## src/hw/rtl/gpsp_pkg.sv

```systemverilog
// shared types and constants for the grid point store
`timescale 1ns / 1ps
package gpsp_pkg;

   localparam int ROW_BITS   = 5;
   localparam int COL_BITS   = 5;
   localparam int ADDR_BITS  = ROW_BITS + COL_BITS;
   localparam int CELLS      = 1 << ADDR_BITS;
   localparam int COORD_BITS = 24;
   localparam int WORD_BITS  = 3 * COORD_BITS;
   localparam int CNT_BITS   = 6;
   localparam int DIFF_BITS  = COORD_BITS + 1;
   localparam int SQ_BITS    = 2 * COORD_BITS + 1;
   localparam int DIST_BITS  = SQ_BITS + 2;

   localparam logic [CNT_BITS-1:0] MAX_ROWS = 6'd32;
   localparam logic [CNT_BITS-1:0] MAX_COLS = 6'd32;

   localparam logic [1:0] OP_WRITE = 2'd0;
   localparam logic [1:0] OP_PATH  = 2'd1;
   localparam logic [1:0] OP_NEAR  = 2'd2;

   localparam logic STATUS_OK    = 1'b0;
   localparam logic STATUS_RANGE = 1'b1;

   localparam logic REG_ROWS = 1'b0;
   localparam logic REG_COLS = 1'b1;

   typedef struct packed {
      logic                valid;
      logic [ROW_BITS-1:0] row;
      logic [COL_BITS-1:0] col;
      logic                last;
   } tag_type;

   typedef struct packed {
      logic                valid;
      logic [ROW_BITS-1:0] row;
      logic [COL_BITS-1:0] col;
   } near_res_type;

endpackage

```

## src/hw/rtl/gpsp_near.sv

```systemverilog
// squared distance pipeline and running minimum for the nearest query
`timescale 1ns / 1ps
module gpsp_near (
   input  logic                                clock,
   input  logic                                reset,
   input  logic                                scan_start,
   input  gpsp_pkg::tag_type                   tag_in,
   input  logic [gpsp_pkg::WORD_BITS-1:0]      rd_word,
   input  logic signed [gpsp_pkg::COORD_BITS-1:0] qx,
   input  logic signed [gpsp_pkg::COORD_BITS-1:0] qy,
   input  logic signed [gpsp_pkg::COORD_BITS-1:0] qz,
   output gpsp_pkg::near_res_type              res
);

   localparam int CB = gpsp_pkg::COORD_BITS;

   logic signed [CB-1:0] gx, gy, gz;
   logic signed [gpsp_pkg::DIFF_BITS-1:0] dx, dy, dz;
   logic signed [2*gpsp_pkg::DIFF_BITS-1:0] px, py, pz;

   logic [gpsp_pkg::SQ_BITS-1:0] sqx_ff, sqy_ff, sqz_ff;
   gpsp_pkg::tag_type t1_ff, t2_ff;
   logic [gpsp_pkg::DIST_BITS-1:0] sum_in, sum_ff;
   logic [gpsp_pkg::DIST_BITS-1:0] best_ff, best_in;
   logic [gpsp_pkg::ROW_BITS-1:0] brow_ff, brow_in;
   logic [gpsp_pkg::COL_BITS-1:0] bcol_ff, bcol_in;
   logic found_ff, found_in;
   logic better;
   gpsp_pkg::near_res_type res_ff, res_in;

   assign gx = rd_word[3*CB-1:2*CB];
   assign gy = rd_word[2*CB-1:CB];
   assign gz = rd_word[CB-1:0];

   // difference of two Q15.8 values always fits one extra bit
   assign dx = {qx[CB-1], qx} - {gx[CB-1], gx};
   assign dy = {qy[CB-1], qy} - {gy[CB-1], gy};
   assign dz = {qz[CB-1], qz} - {gz[CB-1], gz};
   assign px = dx * dx;
   assign py = dy * dy;
   assign pz = dz * dz;

   assign sum_in = gpsp_pkg::DIST_BITS'(sqx_ff) + gpsp_pkg::DIST_BITS'(sqy_ff)
                 + gpsp_pkg::DIST_BITS'(sqz_ff);

   // strictly smaller wins so ties keep the earlier cell
   assign better = !found_ff || (sum_ff < best_ff);

   always_comb begin
      best_in  = best_ff;
      brow_in  = brow_ff;
      bcol_in  = bcol_ff;
      found_in = found_ff;
      res_in   = '0;
      if (t2_ff.valid && better) begin
         best_in  = sum_ff;
         brow_in  = t2_ff.row;
         bcol_in  = t2_ff.col;
         found_in = 1'b1;
      end
      if (t2_ff.valid && t2_ff.last) begin
         res_in.valid = 1'b1;
         res_in.row   = better ? t2_ff.row : brow_ff;
         res_in.col   = better ? t2_ff.col : bcol_ff;
      end
      if (scan_start) begin
         found_in = 1'b0;
      end
   end

   always_ff @(posedge clock) begin
      if (reset) begin
         t1_ff    <= '0;
         t2_ff    <= '0;
         found_ff <= 1'b0;
         res_ff   <= '0;
      end else begin
         t1_ff    <= tag_in;
         t2_ff    <= t1_ff;
         found_ff <= found_in;
         res_ff   <= res_in;
      end
      sqx_ff  <= px[gpsp_pkg::SQ_BITS-1:0];
      sqy_ff  <= py[gpsp_pkg::SQ_BITS-1:0];
      sqz_ff  <= pz[gpsp_pkg::SQ_BITS-1:0];
      sum_ff  <= sum_in;
      best_ff <= best_in;
      brow_ff <= brow_in;
      bcol_ff <= bcol_in;
   end

   assign res = res_ff;

`ifndef SYNTHESIS
   a_res_needs_last: assert property (@(posedge clock) disable iff (reset)
      res_ff.valid |-> $past(t2_ff.valid) && $past(t2_ff.last))
      else $error("nearest result without a final sample");

   a_scan_order: assert property (@(posedge clock) disable iff (reset)
      (t1_ff.valid && t2_ff.valid && !t2_ff.last) |->
         ({t1_ff.row, t1_ff.col} > {t2_ff.row, t2_ff.col}))
      else $error("nearest scan out of row-major order");

   a_one_result: assert property (@(posedge clock) disable iff (reset)
      res_ff.valid |=> !res_ff.valid)
      else $error("nearest result repeated");
`endif

endmodule

```

## config.mk

```make
export PLATFORM = sky130hd
export DESIGN_NAME = gpsp_near
export DESIGN_NICKNAME = d
export VERILOG_FILES = /design/src/hw/rtl/gpsp_pkg.sv /design/src/hw/rtl/gpsp_near.sv
export SDC_FILE = /design/constraint.sdc
export NUM_CORES = 2
export LEC_CHECK = 0
export BUFFER_PORTS_ARGS = -buffer_cell sky130_fd_sc_hd__buf_2
export CAP_MARGIN = 20
export CORE_MARGIN = 4
export CORE_UTILIZATION = 30
export CTS_CLUSTER_SIZE = 12
export DETAILED_ROUTE_END_ITERATION = 16
export SLEW_MARGIN = 25
export SYNTH_ARGS = -nofsm -noshare
export SYNTH_HDL_FRONTEND = slang
export SYNTH_SLANG_ARGS = --single-unit
```

## constraint.sdc

```tcl
create_clock -name clock -period 12.28 [get_ports clock]
set_clock_uncertainty 0.05 [all_clocks]
set_input_delay 2.456 -clock clock [delete_from_list [all_inputs] [get_ports clock]]
set_output_delay 2.456 -clock clock [all_outputs]
set_load 0.02 [all_outputs]
```

==> impl_metrics.py <==
metrics = {
    "die": {
        "core_area_um2": 247000,
        "io_pins": 170,
        "dieHeight_um": 507,
        "die_w_um": 507,
        "rows": 182,
        "initial_core_util": 0.302,
        "dieArea_um2": 257000,
    },
    "setup_path": {
        "worst-setup-path-type": "primary input to register",
        "cp_slowest_stage_delay_ns": 0.59,
        "reg2reg_depth": 12,
        "cpMostUsedCell": "fa_1",
        "r2r-start": "sqy_ff[18]$_DFF_P_",
        "critical_path_required_ns": 12.65,
        "critPathCaptureType": "register",
        "cp_max_fo": 5,
        "r2r_slack_ns": 8.15,
        "worst_setup_path_start_kind": "primary input",
        "rr_endpoint": "sum_ff[47]$_DFF_P_",
        "cpMaxStageDelayCell": "o41ai_1",
        "cp.arrival_ns": 12.08,
    },
    "timing": {
        "slew_headroom": 0.349,
        "rsz0062_at_grt": "no",
        "fin_ws_ns": 0.569,
        "setup_tns_ns": 0,
        "hold_violations": 0,
        "report.final.slew_viol_count": 0,
        "final-setup-viol-count": 0,
        "worstMarginPinSlew_ns": 0.976,
        "fin_crit_sh": 0.954,
        "period_minus_slack_ns": 11.71,
        "fmax_ghz": 0.0854,
    },
    "placement": {
        "gp_congestion": 0.930,
        "io_buffers": 169,
        "place_ws_ns": 0.0415,
        "post-dp-hpwl_mm": 169,
    },
    "yosys": {
        "ys.warnings.count": 0,
        "synth_top_area_cell": "fa_1",
        "ys_ff_latch": 292,
        "syn_inst": 7729,
        "yosysTopAreaCellShare": 0.497,
        "synth_area_leaders": "fa_1, inv_1, ha_1, dfxtp_1, nor2_1",
        "syn_avg_cell_area_um2": 9.65,
        "synth-seq-area-share": 0.0866,
        "ys_types": 97,
        "netlist_area_um2": 74600,
        "synth_edf_count": 61,
        "synth_flop_cell": "dfxtp_1",
        "ys_async_sr_fraction": 0,
    },
    "clocking": {
        "htree_levels": 2,
        "clockBufferDepth": 3,
        "path_clk_slew_ns": 0.06,
        "cts_root_buffer": "clkbuf_16",
        "cts_tree": "yes",
        "post_cts_buffers": 0,
        "cts_resized": 0,
        "cts_hold_buf": 0,
        "clk-insertion-delay-late_ns": 0.56,
        "numCtsBuffers": 34,
        "cts.sinks": 292,
    },
    "layout": {
        "final_cell_mix": "inv_1, fa_1, nor2_1",
        "layout_commonest_cell": "inv_1",
        "drive_above_1_share": 0.0583,
        "nets": 10500,
        "syn2layout_area_growth_pct": 8.74,
    },
    "hold_path": {
        "hold_depth": 0,
        "min-delay-start": "sum_ff[0]$_DFF_P_",
        "hold_path_class": "register to register",
        "hold_end": "best_ff[0]$_DFFE_PP_",
    },
    "drt": {
        "ant_nets": 0,
        "route.detailed.drc": 0,
        "wl_mm": 198,
        "dr.pass1.iters": 5,
        "wl_per_cell_um": 17.6,
        "drtIter0Drc": 3291,
        "vias_per_cell": 4.65,
        "num_vias": 52300,
    },
    "run_status": {
        "outcome": "finished, final reports clean",
    },
    "grt": {
        "antenna_found_initial": 3,
        "grt_max_degree": 62,
        "grt_pass1_vias": 58900,
        "grt_overflow_total": 0,
        "grt_usage": 0.158,
        "grt_pass1_wl_mm": 323,
    },
    "run": {
        "maxCapViolCount": 0,
    },
}
[layout make-up]
type / count / area [µm²]
Tap cell: 3312 / 4140
Timing Repair Buffer: 319 / 1980
Clock inverter: 10 / 86.3
Fill cell: 25300 / 166000
Sequential cell: 292 / 6460
Antenna cell: 1 / 2.50
Clock buffer: 51 / 966
Multi-Input combinational cell: 5179 / 59700
Inverter: 2075 / 7790
[metal layers]
metal | share of wire | track usage
met5 | 0.000066 | 0
met4 | 0.029 | 0.0390
met3 | 0.066 | 0.0244
met2 | 0.49 | 0.270
met1 | 0.42 | 0.209
[state kept, by name, summed over array words and instances, names as in the netlist]
| register | flops |
|---|---|
| best_ff | 51 |
| sum_ff | 51 |
| sqx_ff | 48 |
| sqy_ff | 48 |
| sqz_ff | 48 |
| t1_ff | 12 |
| t2_ff | 12 |
| res | 11 |
| bcol_ff | 5 |
| brow_ff | 5 |
| found_ff | 1 |
[synthesized netlist by cell type (all sizes together), types with 54 or more instances]
library cell / number
a21oi: 215
dfxtp: 231
xnor2: 191
nand3: 54
ha: 592
nor2b: 62
a21o: 143
o21ai: 124
fa: 1851
edfxtp: 61
clkbuf: 137
nor2: 635
xor2: 92
nand2: 633
inv: 2065
[cell families (layout without fill, tap and decap cells)]
kind of cell / Yosys count / in the layout / synth area share
compound gates: 776 / 776 / 0.0709
simple gates: 1656 / 1656 / 0.0953
buf+inv: 2260 / 2455 / 0.114
other cells: 1 / 4 / 0.0000503
mux: 18 / 18 / 0.00242
xor+xnor: 283 / 283 / 0.0341
flops: 292 / 292 / 0.0866
fa+ha+maj: 2443 / 2443 / 0.596
[critical path: cells and delay by family]
family                   cells  cell delay, ns
XOR/XNOR                     1            0.46
AO/OA/AOI/OAI               15            3.59
buffers and inverters        7            0.58
AND/OR/NAND/NOR              1            0.26
multiplexers                 1            0.15
adder cells (fa/ha/maj)     10            4.55
[metrics by stage]
| step | hold slack [ns] | utilization | std cells | instance area [µm²] |
|---|---|---|---|---|
| final | 0.377 | 0.329 | 11200 | 81100 |
| after CTS | 0.374 | 0.329 | 11200 | 81100 |
| after global routing | 0.389 | 0.329 | 11200 | 81100 |
| after floorplan | 0.350 | - | 7731 | 74600 |
| after detailed placement | 0.367 | 0.325 | 11200 | 80000 |
| after global placement | 0.362 | 0.324 | 11200 | 80000 |
[how the worst max path moves through the flow]
stage,slack [ns],endpoint,from,cells after the start
floorplan,1.07,sqz_ff[48]$_DFF_P_,qz[0],35
global placement,0.08,sqz_ff[40]$_DFF_P_,qz[0],35
detailed placement,0.04,sqy_ff[47]$_DFF_P_,qy[0],38
CTS,0.60,sqy_ff[47]$_DFF_P_,qy[0],38
global route,0.03,sqy_ff[47]$_DFF_P_,qy[0],38
finish,0.57,sqz_ff[40]$_DFF_P_,qz[0],35
Power is left out: the tool's default activity adds up to more than one toggle a clock period on the data nets, which glitch-free logic cannot reach.
