===== src/hw/rtl/gpsp_ram.sv =====
// generic simple dual port ram with registered read
`timescale 1ns / 1ps
module gpsp_ram #(
   parameter int WIDTH = 8,
   parameter int DEPTH = 16
) (
   input  logic                     clock,
   input  logic                     we,
   input  logic [$clog2(DEPTH)-1:0] waddr,
   input  logic [WIDTH-1:0]         wdata,
   input  logic [$clog2(DEPTH)-1:0] raddr,
   output logic [WIDTH-1:0]         rdata
);

   logic [WIDTH-1:0] mem [DEPTH];
   logic [WIDTH-1:0] rdata_ff;

   always_ff @(posedge clock) begin
      if (we) begin
         mem[waddr] <= wdata;
      end
      rdata_ff <= mem[raddr];
   end

   assign rdata = rdata_ff;

endmodule


===== config.mk =====
export PLATFORM = sky130hd
export DESIGN_NAME = gpsp_ram
export DESIGN_NICKNAME = d
export VERILOG_FILES = /design/src/hw/rtl/gpsp_ram.sv
export SDC_FILE = /design/constraint.sdc
export NUM_CORES = 1
export LEC_CHECK = 0
export BUFFER_PORTS_ARGS = -buffer_cell sky130_fd_sc_hd__buf_2
export CAP_MARGIN = 20
export CORE_MARGIN = 8
export CORE_UTILIZATION = 54
export DETAILED_ROUTE_END_ITERATION = 16
export PLACE_DENSITY = 0.77
export SLEW_MARGIN = 40
export SYNTH_ARGS = -nofsm -noshare
export SYNTH_HDL_FRONTEND = slang
export SYNTH_SLANG_ARGS = --single-unit

===== constraint.sdc =====
create_clock -name clock -period 1.8 [get_ports clock]
set_clock_uncertainty 0.2 [all_clocks]
set_input_delay 0.18 -clock clock [delete_from_list [all_inputs] [get_ports clock]]
set_output_delay 0.18 -clock clock [all_outputs]
set_load 0.005 [all_outputs]

==> impl_results.md, run 1 <==
* Clk slew on worst S/H paths at 60 ps
* Crit share post-route at 89.88%
* Clock sink count at 136
* Largest family of logic cells by synthesized area: multiplexers
* Wire per inst at 22.55 um
* DR iter-0 viols at 302
* Setup TNS Final at 0 ps
* Simple-gate share of the synthesized area at 3.184%
* Unique cell type count in the Yosys netlist at 19
* PnR worst setup slack at 182.1 ps
* Most common cell after layout, fill and taps aside: edfxtp_1
* First-pass iteration count of the detailed router at 4
* Synth Area in Adders at 0%
* Hold Vio Cnt, Final at 0
* Initial Utilization at 55.71%
* Total power at 7.353 mW
* Data arrival, critical path at 1800 ps
* Total Wirelength at 9787 um
* Rel. slew slack at 74.70%
* Initial antenna violation count at 0
* Cts bufs inserted at 17
* Register area share after synthesis at 77.78%
* Most frequent cells in the layout: edfxtp_1 (128), buf_2 (25), buf_4 (19), mux4_2 (18)
* Post-synthesis mux area share at 15.02%
* Number of global-route vias before repair at 2615
* Final Wtd Congestion at 0.7124
* # rows at 35
* # diodes at 0
* Setup violators final at 0
* Die H at 113.6 um
* Max FO, Critical Path at 1
* GRT overflow at 0
* Share of cells above drive strength 1 at 30.82%
* Status: finished clean
* Remaining DRCs at 0
* Syn Area/Cell at 22.48 um^2
* Post-place setup slack at -1.663 ps
* Vias per Instance at 5.747
* Overall global routing resource usage at 16.31%
* Crit path kind: register to register
* Remaining antenna violation count at 0
* Post-Syn Area at 0.005147 mm^2
* Worst Hold Class: input pin to register
* Setup Fix Bufs, Post-CTS at 0
* Fin crit period at 1618 ps
* Synth warnings at 0
* CTS root buf: clkbuf_8
* VDD IR max at 0.5831 mV
* Final Slew Violations at 0
* Largest net degree at the start of global routing at 33
* Synth Register Bits at 136
* Area grow syn2layout at 20.71%
* CTS tree: yes
* Leak pwr at 2.129 nW
* Crit start category: register
* Mapped Cells at 229
* Worst-Skew Late Latency at 510 ps
* Synth Net Count at 247
* Die X at 113.6 um
* Total of cells resized after clock tree synthesis at 0
* Vias after detailed routing at 2494
* Port buffer count at 25
* Worst slew pin tran at 379.6 ps
* Core ar. at 0.009240 mm^2
* Crit path required time at 1980 ps
* HPWL Detailed at 6152 um
* FMAX at 618.1 MHz
* CTS Buffer Depth at 2
* Xor/xnor share of the synthesized area at 0%
* # IOs at 26
* Pwr dens at 1183 mW/mm^2
* Crit. End Element: register
* Synth Area in Compound Gates at 2.333%
* H-tree lvl count at 4
* Max-cap violations at 0
* Layout net count at 310
* First-pass GRT wire length at 14990 um
* RSZ-0062 raised after global routing: false
* Die area at 0.01291 mm^2
* Fin Hold WS at 27.06 ps
-- synth_stat cells, drive strengths merged --
cell type / number / area (um^2)
nand3b: 2 / 15.01
nand3: 1 / 5.000
nand2b: 2 / 12.51
clkdlybuf4s25: 3 / 30.03
dfxtp: 8 / 160.2
buf: 7 / 56.30
edfxtp: 128 / 3844
a22oi: 16 / 120.1
nor2: 13 / 48.80
nor2b: 1 / 6.260
or3b: 1 / 8.760
nand2: 9 / 33.78
nor3: 4 / 20.02
mux4: 32 / 773.2
and2: 1 / 6.260
and2b: 1 / 7.510
-- per-layer routing --
metal / vias to the layer above / wire length (um) / GRT usage [%]
li1: 1097 / - / -
met1: 1294 / 3973 / 20.08
met2: 91 / 5048 / 25.76
met3: 12 / 615 / 5.124
met4: 0 / 150 / 7.815
met5: - / 0 / 0
-- through the flow --
step,instance area [um^2],util (%),std cells
2_1_floorplan,5152,-,229
3_3_place_gp,5535,59.91,394
3_5_place_dp,5535,59.91,394
4_1_cts,6213,67.24,434
5_1_grt,6213,67.24,434
6_report,6213,67.24,434
-- final timing paths --
| check | start | slack, ps | end | cells after the start |
|---|---|---|---|---|
| worst max register to register | mem[9][3] | 180 | rdata[3] | 3 |
| worst max-delay path | mem[9][3] | 180 | rdata[3] | 3 |
| worst min register to register | mem[3][5] | 480 | rdata[5] | 3 |
| worst min-delay path | waddr[0] | 30 | mem[0][4] | 3 |
-- state kept, by name, summed over array words and instances, names as in the netlist --
| signal | cells |
|---|---|
| mem | 128 |
| rdata | 8 |
-- cell type report --
type | instances | area (um^2)
clock inverter | 14 | 180.2
clock buffer | 18 | 417.9
multi-input combinational | 83 | 1062
fill | 582 | 3027
tap | 129 | 161.4
timing repair buffer | 54 | 387.9
sequential | 136 | 4004
-- worst max-delay path: stages, from the launching register on --
cell      delay (ps)
edfxtp_1         360
mux4_1           550
a22oi_1          290
nand2_1           90
-- repair_timing --
item,CTS,global route
hold endpoints to repair,128,0
setup endpoints to repair,0,0
hold buffers,8,0
-- kinds of logic (layout without fill, tap and decap cells) --
family	Yosys count	count (layout)
simple gates	35	35
buf+inv	10	86
mux	32	32
compound gates	16	16
flops	136	136
-- power by group --
part / switching, mW / internal [mW] / total (mW)
Combinational: 0.180 / 0.157 / 0.337
Sequential: 0.0265 / 3.54 / 3.57
Clock: 1.22 / 2.23 / 3.45
Total: 1.42 / 5.93 / 7.35
Note: power is estimated with default switching activity, not from simulation.
==> run 2, diff against run 1 <==
Settings changed: PLACE_DENSITY 0.77 to 0.73.
==> impl_results.md, run 2 (same netlist as run 1, synthesis figures left out) <==
* # rows at 35
* Most common cell after layout, fill and taps aside: edfxtp_1
* Final Slew Violations at 0
* Worst-Skew Late Latency at 520 ps
* Setup TNS Final at 0 ps
* CP max stage cell: dlygate4sd3_1
* WP depth at 5
* Crit path required time at 1840 ps
* Final Wtd Congestion at 0.7517
* Fillers at 579
* Fin crit period at 1670 ps
* Worst path bufs/invs at 3
* Remaining DRCs at 0
* # diodes at 0
* GRT overflow at 0
* Post-placement cell area at 0.005578 mm^2
* H-tree lvl count at 4
* Crit start category: input pin
* Worst slew pin tran at 793.6 ps
* Share of cells above drive strength 1 at 31.83%
* Rel. slew slack at 46.90%
* Top reg by flops: mem
* Status: finished clean
* Setup violators final at 0
* R2R Path Start: mem[3][7]
* RSZ-0062 raised after global routing: false
* Crit share post-route at 92.76%
* Total Wirelength at 10110 um
* Max-cap violations at 0
* Port buffer count at 25
* VDD IR max at 0.6468 mV
* Pwr dens at 1134 mW/mm^2
* Die X at 113.6 um
* Core ar. at 0.009240 mm^2
* FMAX at 598.9 MHz
* Cts bufs inserted at 17
* Hold Path Depth at 3
* Remaining antenna violation count at 0
* Reg2reg setup slack at 230 ps
* Most frequent cells in the layout: edfxtp_1 (128), buf_2 (25), buf_4 (22), mux4_2 (18)
* DR iter-0 viols at 223
* Number of global-route vias before repair at 2612
* Die area at 0.01291 mm^2
* Worst Hold End: mem[5][3]
* Wire per inst at 22.97 um
* First-pass GRT wire length at 15280 um
* Crit. End Element: register
* Max FO, Critical Path at 4
* Die H at 113.6 um
* Multi-input combinational cell area at 0.001062 mm^2
* RR Endpoint: rdata[7]
* Initial Utilization at 55.71%
* CTS tree: yes
* # IOs at 26
* First-pass iteration count of the detailed router at 5
* Number of flip-flops in the largest register at 128
* Largest net degree at the start of global routing at 17
* Total power at 7.072 mW
* Register area at 0.004004 mm^2
* Overall global routing resource usage at 16.92%
* Worst path cell trace: dlygate4sd3_1 > buf_2 > or3b_2 > nor2_1 > buf_4
* Setup Fix Bufs, Post-CTS at 0
* Final Cell Area at 0.006238 mm^2
* HP Start: we
* Vias after detailed routing at 2500
* Layout net count at 317
* Max incr delay on CP at 530 ps
* Area grow syn2layout at 21.20%
* Initial antenna violation count at 0
* Crit path kind: input pin to register
* Fin Hold WS at 13.71 ps
* HPWL Detailed at 6416 um
* Clock sink count at 136
* CTS Buffer Depth at 2
* CP top delay family: buffers and inverters
* Leak pwr at 2.151 nW
* Data arrival, critical path at 1710 ps
* Vias per Instance at 5.682
* Hold Vio Cnt, Final at 0
* CTS root buf: clkbuf_8
* Worst reg-to-reg path cell count at 3
* Worst Hold Class: input pin to register
* Total of cells resized after clock tree synthesis at 0
* Clk slew on worst S/H paths at 60 ps
[run 2: cell types whose count changed in the layout (fill, tap and decap cells not counted)]
cell,before,now
clkinv_2,2,4
inv_6,1,0
buf_12,2,3
clkinv_1,3,1
dlygate4sd3_1,8,11
buf_4,19,22
clkinv_4,0,3
bufinv_16,4,2
clkinvlp_4,4,3
[run 2: worst max-delay path by stage]
stage          slack [ps]        end  startpoint
4_1_cts                30  mem[5][3]    waddr[1]
6_report              130  mem[2][2]    waddr[2]
5_1_grt                80  mem[3][2]    waddr[2]
2_1_floorplan         150  mem[3][0]    waddr[2]
3_3_place_gp            3   rdata[3]    raddr[0]
3_5_place_dp          -20   rdata[4]    raddr[0]
[run 2: timing repair]
action | CTS | global route
hold buffers | 12 | 0
endpoints found under the setup margin | 0 | 2
endpoints found under the hold margin | 138 | 0
[run 2: report_power, final]
part	internal (mW)	switching (mW)	total, mW
clock	1.95	1.21	3.16
combinational	0.165	0.188	0.353
sequential	3.54	0.0210	3.56
total	5.65	1.42	7.07
[run 2: per-layer routing]
layer	up-vias	share of wire, %	global-route usage (%)
met4	0	2.3	7.549
li1	1115	-	-
met2	115	49	26.11
met3	16	8.7	5.177
met1	1254	40	21.72
met5	-	0	0
[run 2: layout make-up]
cell class	instances	share of cell area [%]
repair buffers	61	7.381
well taps	129	2.587
clock inverters	13	2.126
flip-flops and latches	136	64.18
clock buffers	18	6.699
multi-input cells	83	17.03
[run 2: stage by stage]
| step | utilization (%) | instances | setup slack (ps) |
|---|---|---|---|
| final | 67.52 | 440 | 130.3 |
| after global routing | 67.52 | 440 | 75.75 |
| after CTS | 67.62 | 441 | 27.92 |
| after detailed placement | 60.37 | 398 | -24.39 |
| after global placement | 60.37 | 398 | 2.825 |
| after floorplan | - | 229 | 153.9 |
[run 2: worst reg2reg max path, cell delays in order (launching register included)]
cell and delay, ps:
edfxtp_1 370, mux4_2 470, a22oi_1 290, nand2_1 120
==> run 3, diff against run 2 <==
Settings changed: GPL_TIMING_DRIVEN set to 0.
==> impl_results.md, run 3 (same netlist as run 1, synthesis figures left out) <==
* Setup Fix Bufs, Post-CTS at 0
* DR iter-0 viols at 183
* Setup violators final at 0
* Crit path required time at 2000 ps
* Most common cell after layout, fill and taps aside: edfxtp_1
* Cell count after placement at 382
* Die X at 113.6 um
* Final Wtd Congestion at 0.7133
* Port buffer count at 24
* Die area at 0.01291 mm^2
* Remaining antenna violation count at 0
* Final cell count without fillers at 422
* CTS root buf: clkbuf_8
* Worst slew pin tran at 779.8 ps
* Switching share of power at 19.89%
* Worst-Skew Late Latency at 510 ps
* Worst Hold Class: input pin to register
* Max-cap violations at 0
* CTS tree: yes
* Status: finished clean
* Crit start category: register
* VDD IR max at 0.8012 mV
* Final Slew Violations at 0
* H-tree lvl count at 4
* Gate power share at 4.9%
* CTS Buffer Depth at 2
* Area grow syn2layout at 18.57%
* CP endpoint: rdata[3]
* Most frequent cells in the layout: edfxtp_1 (128), buf_2 (27), mux4_2 (18), a22oi_1 (16), clkbuf_16 (16)
* Pwr dens at 1171 mW/mm^2
* Remaining DRCs at 0
* Initial antenna violation count at 0
* First-pass iteration count of the detailed router at 4
* Psw at 1.421 mW
* Clock sink count at 136
* # diodes at 0
* # rows at 35
* Share of cells above drive strength 1 at 30.38%
* Overall global routing resource usage at 16.07%
* Number of global-route vias before repair at 2462
* Total power at 7.146 mW
* Crit. End Element: register
* Rel. slew slack at 47.82%
* Crit path kind: register to register
* # IOs at 26
* Int Power at 5.725 mW
* Cts bufs inserted at 17
* Die H at 113.6 um
* Total Wirelength at 9854 um
* Data arrival, critical path at 1780 ps
* Number of flip-flops in the largest register at 128
* Layout net count at 298
* Post-place setup slack at -265.2 ps
* R2R Path Start: mem[5][3]
* Setup crit start: mem[5][3]
* Max FO, Critical Path at 1
* FMAX at 630.8 MHz
* RSZ-0062 raised after global routing: false
* Vias after detailed routing at 2433
* Worst reg-to-reg path cell count at 3
* Top reg by flops: mem
* Setup TNS Final at 0 ps
* HPWL Detailed at 6064 um
* Fin Hold WS at 10.95 ps
* RR Endpoint: rdata[3]
* PnR worst setup slack at 214.8 ps
* Leak pwr at 2.045 nW
* GRT overflow at 0
* Clock power share at 45.3%
* Largest net degree at the start of global routing at 17
* First-pass GRT wire length at 14590 um
* Initial Utilization at 55.71%
* Clk slew on worst S/H paths at 60 ps
* Wire per inst at 23.35 um
* Reg power frac at 49.8%
* Crit share post-route at 88.07%
* Reg2reg setup slack at 210 ps
* Vias per Instance at 5.765
* Hold Vio Cnt, Final at 0
* Fin crit period at 1585 ps
* Core ar. at 0.009240 mm^2
* Total of cells resized after clock tree synthesis at 0
-- run 3: changes by cell type in the layout (fill, tap and decap cells not counted), sizes merged --
cell | before | now
clkdlybuf4s25 | 0 | 3
clkinv | 8 | 5
buf | 50 | 31
dlygate4sd3 | 11 | 8
clkbuf | 18 | 20
clkinvlp | 3 | 5
-- run 3: layer usage --
layer,GRT usage (%),share of wire (%),vias up
li1,-,-,1079
met1,21.23,44,1243
met2,24.58,50,105
met3,4.279,5.7,6
met4,7.194,1.0,0
met5,0,0,-
-- run 3: power groups by stage --
| stage | Clock, mW | Sequential [mW] | Combinational, mW |
|---|---|---|---|
| floorplan | 0 | 3.62 | 0.180 |
| global placement | 0 | 3.62 | 0.326 |
| detailed placement | 0 | 3.62 | 0.338 |
| CTS | 3.28 | 3.56 | 0.354 |
| global route | 3.40 | 3.56 | 0.376 |
| finish | 3.24 | 3.56 | 0.350 |
-- run 3: worst min path at each step --
stage,startpoint,endpoint,slack (ps),cells past startpoint
4_1_cts,waddr[0],mem[4][4],0.3,2
2_1_floorplan,wdata[0],mem[0][0],80,0
3_3_place_gp,rdata[2],rdata[2],360,1
6_report,raddr[1],rdata[0],10,4
5_1_grt,waddr[1],mem[4][4],30,2
3_5_place_dp,rdata[1],rdata[1],360,1
-- run 3: area by class of cell --
cell class / count / area [um^2]
Tap cell: 129 / 161.4
Clock inverter: 12 / 126.4
Multi-Input combinational cell: 83 / 1080
Clock buffer: 20 / 445.4
Buffer: 10 / 86.33
Sequential cell: 136 / 4004
Fill cell: 554 / 3137
Timing Repair Buffer: 32 / 200.2
-- run 3: repair_timing --
item                                    CTS  global route
endpoints found under the setup margin    0             0
hold buffers                              8             0
endpoints found under the hold margin   128             0
-- run 3: stage by stage --
step | area, um^2 | util, %
CTS | 6101 | 66.03
global route | 6103 | 66.05
detailed placement | 5449 | 58.97
floorplan | 5152 | -
global placement | 5434 | 58.81
finish | 6103 | 66.05
-- run 3: worst max-delay path, cell delays in order, from the launching register on --
cell	delay [ps]
edfxtp_1	390
mux4_1	570
a22oi_1	240
nand2_1	80
